[config.mk]
export PLATFORM = sky130hd
export DESIGN_NAME = byte_to_text_export_encoder
export DESIGN_NICKNAME = d
export VERILOG_FILES = /design/src/rtl/bte_pkg.sv /design/src/rtl/bte_encode.sv /design/src/rtl/byte_to_text_export_encoder.sv
export SDC_FILE = /design/constraint.sdc
export NUM_CORES = 1
export LEC_CHECK = 0
export ABC_AREA = 1
export BUFFER_PORTS_ARGS = -buffer_cell sky130_fd_sc_hd__buf_2
export CORE_AREA = 3 3 134 136
export DETAILED_ROUTE_END_ITERATION = 6
export DIE_AREA = 0 0 137 139
export PLACE_DENSITY_LB_ADDON = 0.2
export SKIP_LAST_GASP = 1
export SYNTH_ARGS = -nofsm -noshare
export SYNTH_HDL_FRONTEND = slang
export SYNTH_HIERARCHICAL = 1
export SYNTH_SLANG_ARGS = --single-unit
[constraint.sdc]
create_clock -name clock -period 3.7 [get_ports clock]
set_input_delay 0.74 -clock clock [delete_from_list [all_inputs] [get_ports clock]]
set_output_delay 0.74 -clock clock [all_outputs]
set_load 0.02 [all_outputs]
[src/rtl/bte_pkg.sv]
package bte_pkg;

   localparam int BytesPerLine = 16;
   localparam int BurstMax     = 7;
   localparam int BurstCntW    = 3;

   typedef enum logic [1:0] {
      MODE_BASE64 = 2'd0,
      MODE_HEX    = 2'd1,
      MODE_LIST   = 2'd2,
      MODE_RAW    = 2'd3
   } mode_type;

   localparam logic [7:0] ChNewline = 8'h0A;
   localparam logic [7:0] ChSpace   = 8'h20;
   localparam logic [7:0] ChComma   = 8'h2C;
   localparam logic [7:0] ChZero    = 8'h30;
   localparam logic [7:0] ChX       = 8'h78;
   localparam logic [7:0] ChPad     = 8'h3D;
   localparam logic [7:0] ChPlus    = 8'h2B;
   localparam logic [7:0] ChSlash   = 8'h2F;
   localparam logic [7:0] ChUpperA  = 8'h41;
   localparam logic [7:0] ChLowerA  = 8'h61;

   // characters produced by one input word, chars[0] goes out first
   typedef struct packed {
      logic [BurstMax-1:0][7:0] chars;
      logic [BurstCntW-1:0]     count;
      logic                     last;
   } burst_type;

   function automatic logic [7:0] hex_char(input logic [3:0] v);
      logic [7:0] r;
      if (v < 4'd10) begin
         r = ChZero + {4'h0, v};
      end else begin
         r = ChUpperA + {4'h0, v} - 8'd10;
      end
      return r;
   endfunction

   function automatic logic [7:0] b64_char(input logic [5:0] v);
      logic [7:0] r;
      if (v < 6'd26) begin
         r = ChUpperA + {2'b00, v};
      end else if (v < 6'd52) begin
         r = ChLowerA + {2'b00, v} - 8'd26;
      end else if (v < 6'd62) begin
         r = ChZero + {2'b00, v} - 8'd52;
      end else if (v == 6'd62) begin
         r = ChPlus;
      end else begin
         r = ChSlash;
      end
      return r;
   endfunction

endpackage

[src/rtl/bte_encode.sv]
module bte_encode #(
   parameter int BYTES_PER_LINE = bte_pkg::BytesPerLine
) (
   input  logic                clock,
   input  logic                reset,
   input  bte_pkg::mode_type   mode,
   input  logic                accept,
   input  logic [7:0]          data_byte,
   input  logic                final_byte,
   output bte_pkg::burst_type  burst
);

   localparam int ColW = (BYTES_PER_LINE > 1) ? $clog2(BYTES_PER_LINE) : 1;
   localparam logic [ColW-1:0] ColLast = ColW'(BYTES_PER_LINE - 1);

   logic [1:0]      phase_ff, phase_in;
   logic [15:0]     held_ff, held_in;
   logic [ColW-1:0] col_ff, col_in;
   logic            first_ff, first_in;

   logic [23:0]                   packed_w;
   logic [2:0]                    b64_cnt;
   logic                          b64_emit;
   logic [bte_pkg::BurstCntW-1:0] n;

   always_comb begin
      burst    = '0;
      n        = '0;
      phase_in = phase_ff;
      held_in  = held_ff;
      col_in   = col_ff;
      first_in = first_ff;
      packed_w = '0;
      b64_cnt  = 3'd4;
      b64_emit = 1'b0;

      unique case (mode)
         bte_pkg::MODE_RAW: begin
            burst.chars[n] = data_byte;
            n = n + 1'b1;
         end
         bte_pkg::MODE_HEX: begin
            burst.chars[n] = bte_pkg::hex_char(data_byte[7:4]);
            n = n + 1'b1;
            burst.chars[n] = bte_pkg::hex_char(data_byte[3:0]);
            n = n + 1'b1;
         end
         bte_pkg::MODE_LIST: begin
            if (!first_ff) begin
               if (col_ff == '0) begin
                  burst.chars[n] = bte_pkg::ChNewline;
                  n = n + 1'b1;
               end else begin
                  burst.chars[n] = bte_pkg::ChComma;
                  n = n + 1'b1;
                  burst.chars[n] = bte_pkg::ChSpace;
                  n = n + 1'b1;
               end
            end
            burst.chars[n] = bte_pkg::ChZero;
            n = n + 1'b1;
            burst.chars[n] = bte_pkg::ChX;
            n = n + 1'b1;
            burst.chars[n] = bte_pkg::hex_char(data_byte[7:4]);
            n = n + 1'b1;
            burst.chars[n] = bte_pkg::hex_char(data_byte[3:0]);
            n = n + 1'b1;
            col_in = (col_ff == ColLast) ? '0 : col_ff + 1'b1;
         end
         bte_pkg::MODE_BASE64: begin
            if (phase_ff == 2'd0) begin
               if (final_byte) begin
                  packed_w = {data_byte, 16'h0000};
                  b64_cnt  = 3'd2;
                  b64_emit = 1'b1;
               end else begin
                  held_in  = {8'h00, data_byte};
                  phase_in = 2'd1;
               end
            end else if (phase_ff == 2'd1) begin
               if (final_byte) begin
                  packed_w = {held_ff[7:0], data_byte, 8'h00};
                  b64_cnt  = 3'd3;
                  b64_emit = 1'b1;
               end else begin
                  held_in  = {held_ff[7:0], data_byte};
                  phase_in = 2'd2;
               end
            end else begin
               packed_w = {held_ff, data_byte};
               b64_cnt  = 3'd4;
               b64_emit = 1'b1;
               held_in  = '0;
               phase_in = 2'd0;
            end
            if (b64_emit) begin
               burst.chars[n] = bte_pkg::b64_char(packed_w[23:18]);
               n = n + 1'b1;
               burst.chars[n] = bte_pkg::b64_char(packed_w[17:12]);
               n = n + 1'b1;
               burst.chars[n] = (b64_cnt >= 3'd3) ? bte_pkg::b64_char(packed_w[11:6])
                                                  : bte_pkg::ChPad;
               n = n + 1'b1;
               burst.chars[n] = (b64_cnt >= 3'd4) ? bte_pkg::b64_char(packed_w[5:0])
                                                  : bte_pkg::ChPad;
               n = n + 1'b1;
            end
         end
      endcase

      first_in = 1'b0;
      if (final_byte) begin
         if (mode != bte_pkg::MODE_RAW) begin
            burst.chars[n] = bte_pkg::ChNewline;
            n = n + 1'b1;
         end
         burst.last = 1'b1;
         phase_in   = '0;
         held_in    = '0;
         col_in     = '0;
         first_in   = 1'b1;
      end
      burst.count = n;
   end

   always_ff @(posedge clock) begin
      if (reset) begin
         phase_ff <= '0;
         held_ff  <= '0;
         col_ff   <= '0;
         first_ff <= 1'b1;
      end else if (accept) begin
         phase_ff <= phase_in;
         held_ff  <= held_in;
         col_ff   <= col_in;
         first_ff <= first_in;
      end
   end

endmodule

[src/rtl/byte_to_text_export_encoder.sv]
// Byte stream to text encoder: base64, continuous hex, wrapped C byte list or raw.
// Input channel req_*: one payload byte per word, req_final_byte marks the last
// byte of a payload. Output channel rsp_*: one character per word, rsp_out_last
// set on the final character of the payload's text.
// Configuration: csr_output_mode is written on csr_valid (csr_ready is always
// high); change it only while the block is idle.
// Output path: a byte's characters reach rsp through the burst register, then
// the output register. Throughput: the characters of one byte are held in the
// burst register and shifted out one per cycle while the receiver takes them.
// A byte makes 1 character in raw mode, 2 in hex (3 on the final byte), up to 7
// in byte-list mode, 0 to 5 in base64. The next byte is taken in the cycle the
// last character of the current burst moves to the output register; a byte
// that makes no character leaves req_ready high.
// Reset clears the mode to base64 and all payload state.
// A stalled receiver holds the output register; the burst waits behind it and
// req_ready drops once the burst cannot drain.
module byte_to_text_export_encoder #(
   parameter int BYTES_PER_LINE = bte_pkg::BytesPerLine
) (
   input  logic       clock,
   input  logic       reset,
   input  logic       req_valid,
   output logic       req_ready,
   input  logic [7:0] req_data_byte,
   input  logic       req_final_byte,
   output logic       rsp_valid,
   input  logic       rsp_ready,
   output logic [7:0] rsp_out_char,
   output logic       rsp_out_last,
   input  logic       csr_valid,
   output logic       csr_ready,
   input  logic [1:0] csr_output_mode
);

   bte_pkg::mode_type  mode_ff;
   bte_pkg::burst_type burst;
   bte_pkg::burst_type buf_ff;
   logic               busy_ff;
   logic [bte_pkg::BurstCntW-1:0] rem_ff;
   logic               rsp_valid_ff;
   logic [7:0]         rsp_char_ff;
   logic               rsp_last_ff;

   logic accept, out_adv, take, take_last;

   assign csr_ready = 1'b1;
   assign accept    = req_valid & req_ready;
   assign out_adv   = !rsp_valid_ff || rsp_ready;
   assign take      = busy_ff && out_adv;
   assign take_last = take && (rem_ff == bte_pkg::BurstCntW'(1));
   assign req_ready = !busy_ff || take_last;

   bte_encode #(
      .BYTES_PER_LINE(BYTES_PER_LINE)
   ) u_encode (
      .clock     (clock),
      .reset     (reset),
      .mode      (mode_ff),
      .accept    (accept),
      .data_byte (req_data_byte),
      .final_byte(req_final_byte),
      .burst     (burst)
   );

   always_ff @(posedge clock) begin
      if (reset) begin
         mode_ff <= bte_pkg::MODE_BASE64;
      end else if (csr_valid && csr_ready) begin
         mode_ff <= bte_pkg::mode_type'(csr_output_mode);
      end
   end

   // burst register, shifted toward chars[0]
   always_ff @(posedge clock) begin
      if (reset) begin
         busy_ff <= 1'b0;
         rem_ff  <= '0;
      end else if (accept) begin
         busy_ff <= (burst.count != '0);
         rem_ff  <= burst.count;
      end else if (take) begin
         busy_ff <= !take_last;
         rem_ff  <= rem_ff - 1'b1;
      end
   end

   always_ff @(posedge clock) begin
      if (accept) begin
         buf_ff <= burst;
      end else if (take) begin
         buf_ff.chars <= {8'h00, buf_ff.chars[bte_pkg::BurstMax-1:1]};
      end
   end

   always_ff @(posedge clock) begin
      if (reset) begin
         rsp_valid_ff <= 1'b0;
      end else if (out_adv) begin
         rsp_valid_ff <= busy_ff;
      end
   end

   always_ff @(posedge clock) begin
      if (take) begin
         rsp_char_ff <= buf_ff.chars[0];
         rsp_last_ff <= buf_ff.last && take_last;
      end
   end

   assign rsp_valid    = rsp_valid_ff;
   assign rsp_out_char = rsp_char_ff;
   assign rsp_out_last = rsp_last_ff;

   a_busy_has_chars: assert property (@(posedge clock) disable iff (reset)
      busy_ff |-> rem_ff != '0)
      else $error("burst busy with no characters left");

   a_accept_loads: assert property (@(posedge clock) disable iff (reset)
      accept && burst.count != '0 |=> busy_ff)
      else $error("encoded word not held in burst register");

   a_final_closes: assert property (@(posedge clock) disable iff (reset)
      accept && req_final_byte |-> burst.last && burst.count != '0)
      else $error("final byte produced no closing character");

   a_last_marked: assert property (@(posedge clock) disable iff (reset)
      take_last && buf_ff.last |=> rsp_valid_ff && rsp_last_ff)
      else $error("last character not marked on output");

   a_no_take_while_full: assert property (@(posedge clock) disable iff (reset)
      busy_ff && rsp_valid_ff && !rsp_ready |-> !req_ready)
      else $error("input taken while burst is stalled");

endmodule

==> run_summary.xml, run 1 <==
<?xml version="1.0" encoding="UTF-8"?>
<metrics>
  <group name="cts">
    <metric name="insertion_delay" unit="ns">0.36</metric>
    <metric name="cts_tree" unit="">yes</metric>
    <metric name="hold_buffers" unit="">0</metric>
    <metric name="cts.path.max_buffers" unit="">2</metric>
    <metric name="postCtsSetupRepairBufs" unit="">0</metric>
    <metric name="worst_setup_hold_path_clk_slew" unit="ns">0.08</metric>
    <metric name="cts_inserted_buffers" unit="">9</metric>
    <metric name="cts_num_sinks" unit="">96</metric>
    <metric name="root_buffer" unit="">sky130_fd_sc_hd__clkbuf_16</metric>
    <metric name="cts_resized" unit="">0</metric>
    <metric name="cts.htree.levels" unit="">3</metric>
  </group>
  <group name="place">
    <metric name="dpl-instance-area" unit="mm^2">0.007460</metric>
    <metric name="numPortBuffers" unit="">26</metric>
    <metric name="detailed_placement_wirelength_estimate" unit="um">16250</metric>
    <metric name="worst_case_setup_slack_after_placement" unit="ns">0.5857</metric>
    <metric name="gp_routability_congestion" unit="">0.9853</metric>
  </group>
  <group name="critical_path">
    <metric name="timing.critical_path.cells" unit="">inv_4 -&gt; nand2_4 -&gt; o21ai_4 -&gt; inv_2 -&gt; ha_1 -&gt; inv_1 -&gt; o21ai_0 -&gt; nand2_1 -&gt; nand2_1 -&gt; inv_2 -&gt; nand2_1 -&gt; nand2_1 -&gt; nor3_1 -&gt; o21ai_1 -&gt; nand2_1 -&gt; nand2_1</metric>
    <metric name="ff2ff_setup_slack" unit="ns">0.63</metric>
    <metric name="cpLargestDelayFamily" unit="">simple AND/OR/NAND/NOR gates</metric>
    <metric name="critical_path.startpoint_type" unit="">flop</metric>
    <metric name="path_common_cell" unit="">sky130_fd_sc_hd__nand2_1</metric>
    <metric name="slowest_delay" unit="ns">0.81</metric>
    <metric name="critPathArrivalTime" unit="ns">3.19</metric>
    <metric name="startpoint" unit="">u_encode/phase_ff[1]$_SDFFE_PP0P_</metric>
    <metric name="reg2regPathDepth" unit="">16</metric>
    <metric name="critical_path.reg2reg.startpoint" unit="">u_encode/phase_ff[1]$_SDFFE_PP0P_</metric>
    <metric name="critical_path_peak_fanout" unit="">18</metric>
    <metric name="timing.critical_path.slowest_stage_cell" unit="">sky130_fd_sc_hd__dfxtp_1</metric>
    <metric name="timing.critical_path.buf_inv" unit="">4</metric>
    <metric name="rr_endpoint" unit="">buf_ff[24]$_DFFE_PP_</metric>
    <metric name="worst_ep_required_time" unit="ns">3.82</metric>
    <metric name="worstSetupPathType" unit="">flop to flop</metric>
    <metric name="cp_capture_type" unit="">flop</metric>
  </group>
  <group name="worst_hold_path">
    <metric name="timing.hold.worst_path_depth" unit="">0</metric>
    <metric name="tightest_hold_check_type" unit="">flop to flop</metric>
    <metric name="hold_path_startpoint" unit="">buf_ff[10]$_DFFE_PP_</metric>
    <metric name="worstHoldEndpoint" unit="">rsp_out_char[6]$_DFFE_PP_</metric>
  </group>
  <group name="global_route">
    <metric name="grt_use_total" unit="%">23.20</metric>
    <metric name="grt_start_max_net_pins" unit="">35</metric>
    <metric name="grt_remaining_overflow" unit="">0</metric>
    <metric name="grt_first_pass_wirelength" unit="um">34670</metric>
    <metric name="number_of_global_route_vias_before_repair" unit="">6558</metric>
    <metric name="antenna_found_initial" unit="">0</metric>
  </group>
  <group name="outcome">
    <metric name="run_status" unit="">finished clean</metric>
  </group>
  <group name="synth">
    <metric name="post_synth_most_frequent_cells" unit="">sky130_fd_sc_hd__nand2_1, sky130_fd_sc_hd__inv_1, sky130_fd_sc_hd__nor2_1</metric>
    <metric name="post_synth_design_cell_area" unit="mm^2">0.007164</metric>
    <metric name="synth_async_sr_flop_share" unit="%">0</metric>
    <metric name="synthesis.instances" unit="">1017</metric>
    <metric name="synth.yosys.seq_area_share" unit="%">36.05</metric>
    <metric name="yosys_most_used_dff" unit="">sky130_fd_sc_hd__edfxtp_1</metric>
    <metric name="synth_area_leaders" unit="">sky130_fd_sc_hd__edfxtp_1, sky130_fd_sc_hd__nand2_1, sky130_fd_sc_hd__dfxtp_1</metric>
    <metric name="synth.ff_latch_count" unit="">96</metric>
    <metric name="yosysUniqueCellTypes" unit="">49</metric>
    <metric name="synth_top_area_share" unit="%">27.66</metric>
    <metric name="synthDominantAreaCellType" unit="">sky130_fd_sc_hd__edfxtp_1</metric>
    <metric name="synth_warnings" unit="">6</metric>
    <metric name="post_synth_edffs" unit="">66</metric>
    <metric name="synth_most_common_cell" unit="">sky130_fd_sc_hd__nand2_1</metric>
    <metric name="syn_area_per_cell" unit="um^2">7.045</metric>
  </group>
  <group name="power">
    <metric name="power.density_cell_area" unit="mW/mm^2">401.1</metric>
    <metric name="reported_leakage_power" unit="uW">0.003490</metric>
    <metric name="worst_ir_drop_vdd" unit="V">0.0002104</metric>
  </group>
  <group name="die">
    <metric name="fp.dieArea" unit="mm^2">0.01904</metric>
    <metric name="std_cell_rows" unit="">48</metric>
    <metric name="initial_utilization" unit="%">42.00</metric>
    <metric name="core_area" unit="mm^2">0.01706</metric>
    <metric name="die-width" unit="um">137</metric>
    <metric name="ioPinCount" unit="">28</metric>
    <metric name="chipHeight" unit="um">139</metric>
  </group>
  <group name="job">
    <metric name="count_of_maximum_capacitance_violations" unit="">0</metric>
  </group>
  <group name="sta">
    <metric name="worst_slew_margin_relative_to_its_limit" unit="%">44.79</metric>
    <metric name="fin_crit_sh" unit="%">82.96</metric>
    <metric name="finalMaxSlewViolations" unit="">0</metric>
    <metric name="setup_total_negative_slack" unit="ns">0</metric>
    <metric name="setup_violations" unit="">0</metric>
    <metric name="final.setup.worst_slack" unit="ns">0.6305</metric>
    <metric name="hold_violation_count_in_the_final_report" unit="">0</metric>
    <metric name="period_needed" unit="ns">3.069</metric>
    <metric name="worstMarginPinSlew" unit="ns">0.8195</metric>
    <metric name="fin_worst_skew" unit="ns">0.009737</metric>
    <metric name="setup_repair_after_global_routing_missed_its_margin" unit="">no</metric>
    <metric name="clock.fmax" unit="MHz">325.8</metric>
  </group>
  <group name="routing">
    <metric name="vias_per_cell" unit="">5.368</metric>
    <metric name="wl" unit="um">21440</metric>
    <metric name="dr_total_vias" unit="">6764</metric>
    <metric name="route.antenna.remaining_nets" unit="">0</metric>
    <metric name="routedWlPerCell" unit="um">17.01</metric>
    <metric name="remaining_design_rule_violation_count" unit="">0</metric>
    <metric name="drt_pass1_iterations" unit="">6</metric>
    <metric name="drt_first_iter_violations" unit="">686</metric>
  </group>
  <group name="final_layout">
    <metric name="area_delta_synth_final" unit="%">8.662</metric>
    <metric name="fin_nets" unit="">1074</metric>
    <metric name="final_area" unit="mm^2">0.007785</metric>
    <metric name="n_antenna_cell" unit="">0</metric>
    <metric name="layout.filler_cells" unit="">1832</metric>
    <metric name="drive_above_1_share" unit="%">10.92</metric>
  </group>
</metrics>
-- flip-flops by register name, indices dropped and copies added, names as in the netlist --
name	cells
rsp_out_char	8
u_encode/phase_ff	2
busy_ff	1
u_encode/held_ff	16
rem_ff	3
buf_ff	57
u_encode/first_ff	1
rsp_out_last	1
rsp_valid	1
mode_ff	2
u_encode/col_ff	4
-- layer usage --
metal | global-route usage (%) | wire length, um | vias up | part of all wire (%)
met5 | 0 | 0 | - | 0
met4 | 9.926 | 824 | 0 | 3.8
met3 | 3.955 | 1372 | 46 | 6.4
met2 | 36.04 | 9737 | 217 | 45
met1 | 31.71 | 9502 | 3137 | 44
li1 | - | - | 3364 | -
-- worst max path at each step --
stage | endpoint | slack (ns) | cells after the start
2_1_floorplan | buf_ff[10]$_DFFE_PP_ | 0.77 | 7
3_5_place_dp | buf_ff[24]$_DFFE_PP_ | 0.59 | 15
4_1_cts | buf_ff[24]$_DFFE_PP_ | 0.71 | 16
5_1_grt | buf_ff[7]$_DFFE_PP_ | 0.36 | 14
6_report | buf_ff[24]$_DFFE_PP_ | 0.63 | 16
3_3_place_gp | buf_ff[24]$_DFFE_PP_ | 0.53 | 15
-- stage by stage --
step / util (%) / power [uW] / instances / hold slack (ns)
after floorplan: - / 1900 / 1019 / 0.4003
after global placement: 43.74 / 2107 / 1244 / 0.4014
after detailed placement: 43.74 / 2114 / 1244 / 0.4052
after CTS: 45.64 / 3137 / 1260 / 0.4243
after global routing: 45.64 / 3285 / 1260 / 0.4299
final: 45.64 / 3122 / 1260 / 0.4211
-- worst register-to-register path: cells and delay by family (launching register included) --
family          cells  cell delay (ns)
simple gates        8             1.02
buf+inv             4             0.48
flops               1             0.81
compound gates      3             0.36
fa+ha+maj           1             0.15
-- layout by cell type (no fill, tap or decap), drive strengths merged, types with 13 or more instances in the layout --
master / netlist / layout
nand2: 322 / 322
inv: 129 / 132
nor2: 99 / 99
o21ai: 91 / 91
edfxtp: 66 / 66
a21oi: 59 / 59
nand3: 50 / 50
buf: 31 / 41
dfxtp: 30 / 30
ha: 28 / 28
nor3: 15 / 15
o22ai: 13 / 13
-- cell families after synthesis --
family | synth area share [%]
compound gates | 16.47
xor+xnor | 2.078
fa+ha+maj | 4.890
buf+inv | 10.30
flops | 36.05
other cells | 0.1048
simple gates | 30.11
-- where the power goes --
part	total [uW]	internal [uW]	switching, uW	leakage (uW)
sequential	1370	1320	53.5	0.000914
clock	1020	547	477	0.000158
combinational	725	209	516	0.00242
total	3120	2080	1050	0.00349
-- cell type report --
class / instances / area, um^2 / share of cell area, %
multi-input combinational: 753 / 3854 / 49.50
timing repair buffer: 41 / 255.2 / 3.279
clock inverter: 7 / 100.1 / 1.286
sequential: 96 / 2582 / 33.17
inverter: 129 / 486.7 / 6.252
clock buffer: 9 / 225.2 / 2.893
tap: 225 / 281.5 / 3.616
(Power assumes the default switching activity.)
==> run 2: changes to the inputs <==
clock period = 2.5 ns   (was 3.7 ns; I/O delays follow)
==> run 2 against run 1 <==
Final cell count rose by 7.9%. Core utilization rose by 4.9 points. Sequential power rose by 48%. Routed wire length rose by 3.5%. Critical endpoint is now buf_ff[7]$_DFFE_PP_. Highest routed layer unchanged.
==> run_summary.xml, run 2 (synthesis gave the netlist of run 1 again) <==
<?xml version="1.0" encoding="UTF-8"?>
<metrics>
  <group name="power">
    <metric name="clock_power_share" unit="%">30.1</metric>
    <metric name="sequential_group_share_of_total_power" unit="%">43.3</metric>
    <metric name="power.combinational.fraction" unit="%">26.6</metric>
    <metric name="swShare" unit="%">33.88</metric>
    <metric name="worst_ir_drop_vdd" unit="V">0.0003224</metric>
    <metric name="power.density_cell_area" unit="mW/mm^2">543.5</metric>
    <metric name="power_switching" unit="uW">1587</metric>
    <metric name="p_int" unit="uW">3098</metric>
    <metric name="reported_leakage_power" unit="uW">0.003964</metric>
  </group>
  <group name="critical_path">
    <metric name="timing.critical_path.buf_inv" unit="">4</metric>
    <metric name="slowest_delay" unit="ns">0.35</metric>
    <metric name="startpoint" unit="">u_encode/col_ff[0]$_SDFFE_PP0P_</metric>
    <metric name="cpLargestDelayFamily" unit="">simple AND/OR/NAND/NOR gates</metric>
    <metric name="critPathArrivalTime" unit="ns">2.46</metric>
    <metric name="critical_path_peak_fanout" unit="">10</metric>
    <metric name="timing.critical_path.cells" unit="">inv_1 -&gt; ha_1 -&gt; nand3_2 -&gt; inv_1 -&gt; nor2_4 -&gt; inv_4 -&gt; ha_1 -&gt; nand3_1 -&gt; o22ai_1 -&gt; nand3_1 -&gt; inv_1 -&gt; a21oi_1 -&gt; nand2_1 -&gt; nand2_1</metric>
    <metric name="cp_capture_type" unit="">flop</metric>
    <metric name="path_common_cell" unit="">sky130_fd_sc_hd__inv_1</metric>
    <metric name="critical_path.reg2reg.startpoint" unit="">u_encode/col_ff[0]$_SDFFE_PP0P_</metric>
    <metric name="worstSetupPathType" unit="">flop to flop</metric>
    <metric name="critical_path.startpoint_type" unit="">flop</metric>
    <metric name="worst_ep_required_time" unit="ns">2.62</metric>
    <metric name="timing.critical_path.slowest_stage_cell" unit="">sky130_fd_sc_hd__dfxtp_2</metric>
  </group>
  <group name="die">
    <metric name="initial_utilization" unit="%">42.00</metric>
    <metric name="core_area" unit="mm^2">0.01706</metric>
    <metric name="std_cell_rows" unit="">48</metric>
    <metric name="fp.dieArea" unit="mm^2">0.01904</metric>
    <metric name="ioPinCount" unit="">28</metric>
    <metric name="die-width" unit="um">137</metric>
    <metric name="chipHeight" unit="um">139</metric>
  </group>
  <group name="worst_hold_path">
    <metric name="tightest_hold_check_type" unit="">primary input to flop</metric>
    <metric name="hold_path_startpoint" unit="">csr_output_mode[0]</metric>
  </group>
  <group name="sta">
    <metric name="fin_crit_sh" unit="%">93.90</metric>
    <metric name="clock.fmax" unit="MHz">426.0</metric>
    <metric name="setup_repair_after_global_routing_missed_its_margin" unit="">yes</metric>
    <metric name="period_needed" unit="ns">2.348</metric>
    <metric name="fin_worst_skew" unit="ns">0.01101</metric>
    <metric name="setup_violations" unit="">0</metric>
    <metric name="hold_violation_count_in_the_final_report" unit="">0</metric>
    <metric name="finalMaxSlewViolations" unit="">0</metric>
  </group>
  <group name="cts">
    <metric name="cts.htree.levels" unit="">3</metric>
    <metric name="insertion_delay" unit="ns">0.36</metric>
    <metric name="cts_num_sinks" unit="">96</metric>
    <metric name="cts_inserted_buffers" unit="">9</metric>
    <metric name="cts_tree" unit="">yes</metric>
    <metric name="worst_setup_hold_path_clk_slew" unit="ns">0.07</metric>
    <metric name="cts.path.max_buffers" unit="">2</metric>
    <metric name="root_buffer" unit="">sky130_fd_sc_hd__clkbuf_16</metric>
  </group>
  <group name="place">
    <metric name="numPortBuffers" unit="">26</metric>
    <metric name="detailed_placement_wirelength_estimate" unit="um">16970</metric>
    <metric name="gp_routability_congestion" unit="">1.001</metric>
    <metric name="post-place-cells" unit="">1333</metric>
  </group>
  <group name="outcome">
    <metric name="run_status" unit="">finished clean</metric>
  </group>
  <group name="routing">
    <metric name="vias_per_cell" unit="">5.267</metric>
    <metric name="dr_total_vias" unit="">7158</metric>
    <metric name="routedWlPerCell" unit="um">16.32</metric>
    <metric name="drt_pass1_iterations" unit="">5</metric>
    <metric name="drt_first_iter_violations" unit="">876</metric>
    <metric name="wl" unit="um">22180</metric>
    <metric name="route.antenna.remaining_nets" unit="">0</metric>
    <metric name="remaining_design_rule_violation_count" unit="">0</metric>
  </group>
  <group name="global_route">
    <metric name="antenna_found_initial" unit="">0</metric>
    <metric name="grt_remaining_overflow" unit="">0</metric>
    <metric name="number_of_global_route_vias_before_repair" unit="">6715</metric>
    <metric name="grt_first_pass_wirelength" unit="um">35240</metric>
    <metric name="grt_use_total" unit="%">23.52</metric>
    <metric name="grt_start_max_net_pins" unit="">57</metric>
  </group>
  <group name="final_layout">
    <metric name="layout_common_cells" unit="">sky130_fd_sc_hd__nand2_1, sky130_fd_sc_hd__inv_1, sky130_fd_sc_hd__buf_4</metric>
    <metric name="final_util" unit="%">50.55</metric>
    <metric name="drive_above_1_share" unit="%">20.46</metric>
    <metric name="max_flop_register" unit="">buf_ff</metric>
    <metric name="fin_nets" unit="">1173</metric>
    <metric name="largest_reg_flops" unit="">57</metric>
    <metric name="fin_cells" unit="">1359</metric>
    <metric name="layout.filler_cells" unit="">1711</metric>
    <metric name="n_antenna_cell" unit="">0</metric>
    <metric name="layout.cells.most_common" unit="">sky130_fd_sc_hd__nand2_1</metric>
    <metric name="area_delta_synth_final" unit="%">20.35</metric>
  </group>
  <group name="job">
    <metric name="count_of_maximum_capacitance_violations" unit="">0</metric>
  </group>
</metrics>
run 2: repair_timing:
item | CTS | global route
setup buffers | 0 | 9
gates cloned | 0 | 1
gates resized for setup | 1 | 32
pin swaps | 0 | 6
hold buffers | 0 | 0
setup endpoints to repair | 1 | 30
run 2: worst paths after layout:
| path | endpoint | slack [ns] | cells past startpoint |
|---|---|---|---|
| worst max-delay path | buf_ff[7]$_DFFE_PP_ | 0.15 | 14 |
| worst max register to register | buf_ff[7]$_DFFE_PP_ | 0.15 | 14 |
| worst min register to register | rsp_out_char[6]$_DFFE_PP_ | 0.42 | 0 |
| worst min-delay path | mode_ff[0]$_SDFFE_PP0P_ | 0.36 | 3 |
run 2: routing by layer:
metal | track usage, % | vias to the layer above | wire length, um
met5 | 0 | - | 0
met4 | 6.775 | 0 | 447
met3 | 4.753 | 26 | 1512
met2 | 36.64 | 245 | 10210
met1 | 33.02 | 3319 | 10020
li1 | - | 3568 | -
run 2: final cells by class:
| cell class | count | area [um^2] | share of cell area [%] |
|---|---|---|---|
| well taps | 225 | 281.5 | 3.265 |
| flip-flops and latches | 96 | 2586 | 30.00 |
| inverters | 129 | 499.2 | 5.790 |
| multi-input cells | 754 | 3953 | 45.84 |
| repair buffers | 139 | 1003 | 11.64 |
| clock inverters | 7 | 73.82 | 0.8562 |
| clock buffers | 9 | 225.2 | 2.612 |
run 2: power groups by stage:
stage / clock (uW) / sequential [uW] / combinational [uW]
floorplan: 0 / 2060 / 747
global placement: 0 / 2060 / 1180
detailed placement: 0 / 2060 / 1180
CTS: 1440 / 2020 / 1190
global route: 1500 / 2050 / 1380
finish: 1410 / 2030 / 1250
run 2: worst reg2reg max path, delay by kind of cell, from the launching register on:
kind                       cells  cell delay (ns)
AOI/OAI and AO/OA              2             0.30
DFF                            1             0.35
buffers and inverters          4             0.29
adders and majority gates      2             0.53
and+or+nand+nor                6             0.63
run 2: through the flow:
stage	setup WS [ns]	TNS [ns]	hold slack [ns]	total power [uW]	area (um^2)
floorplan	0.02831	0	0.4003	2810	7174
global placement	-0.09074	-0.4464	0.4024	3240	8140
detailed placement	-0.1111	-0.8547	0.4052	3243	8140
CTS	-0.002775	-0.002775	0.3585	4649	8447
global route	-0.02171	-0.03968	0.3685	4928	8622
finish	0.1525	0	0.3644	4686	8622
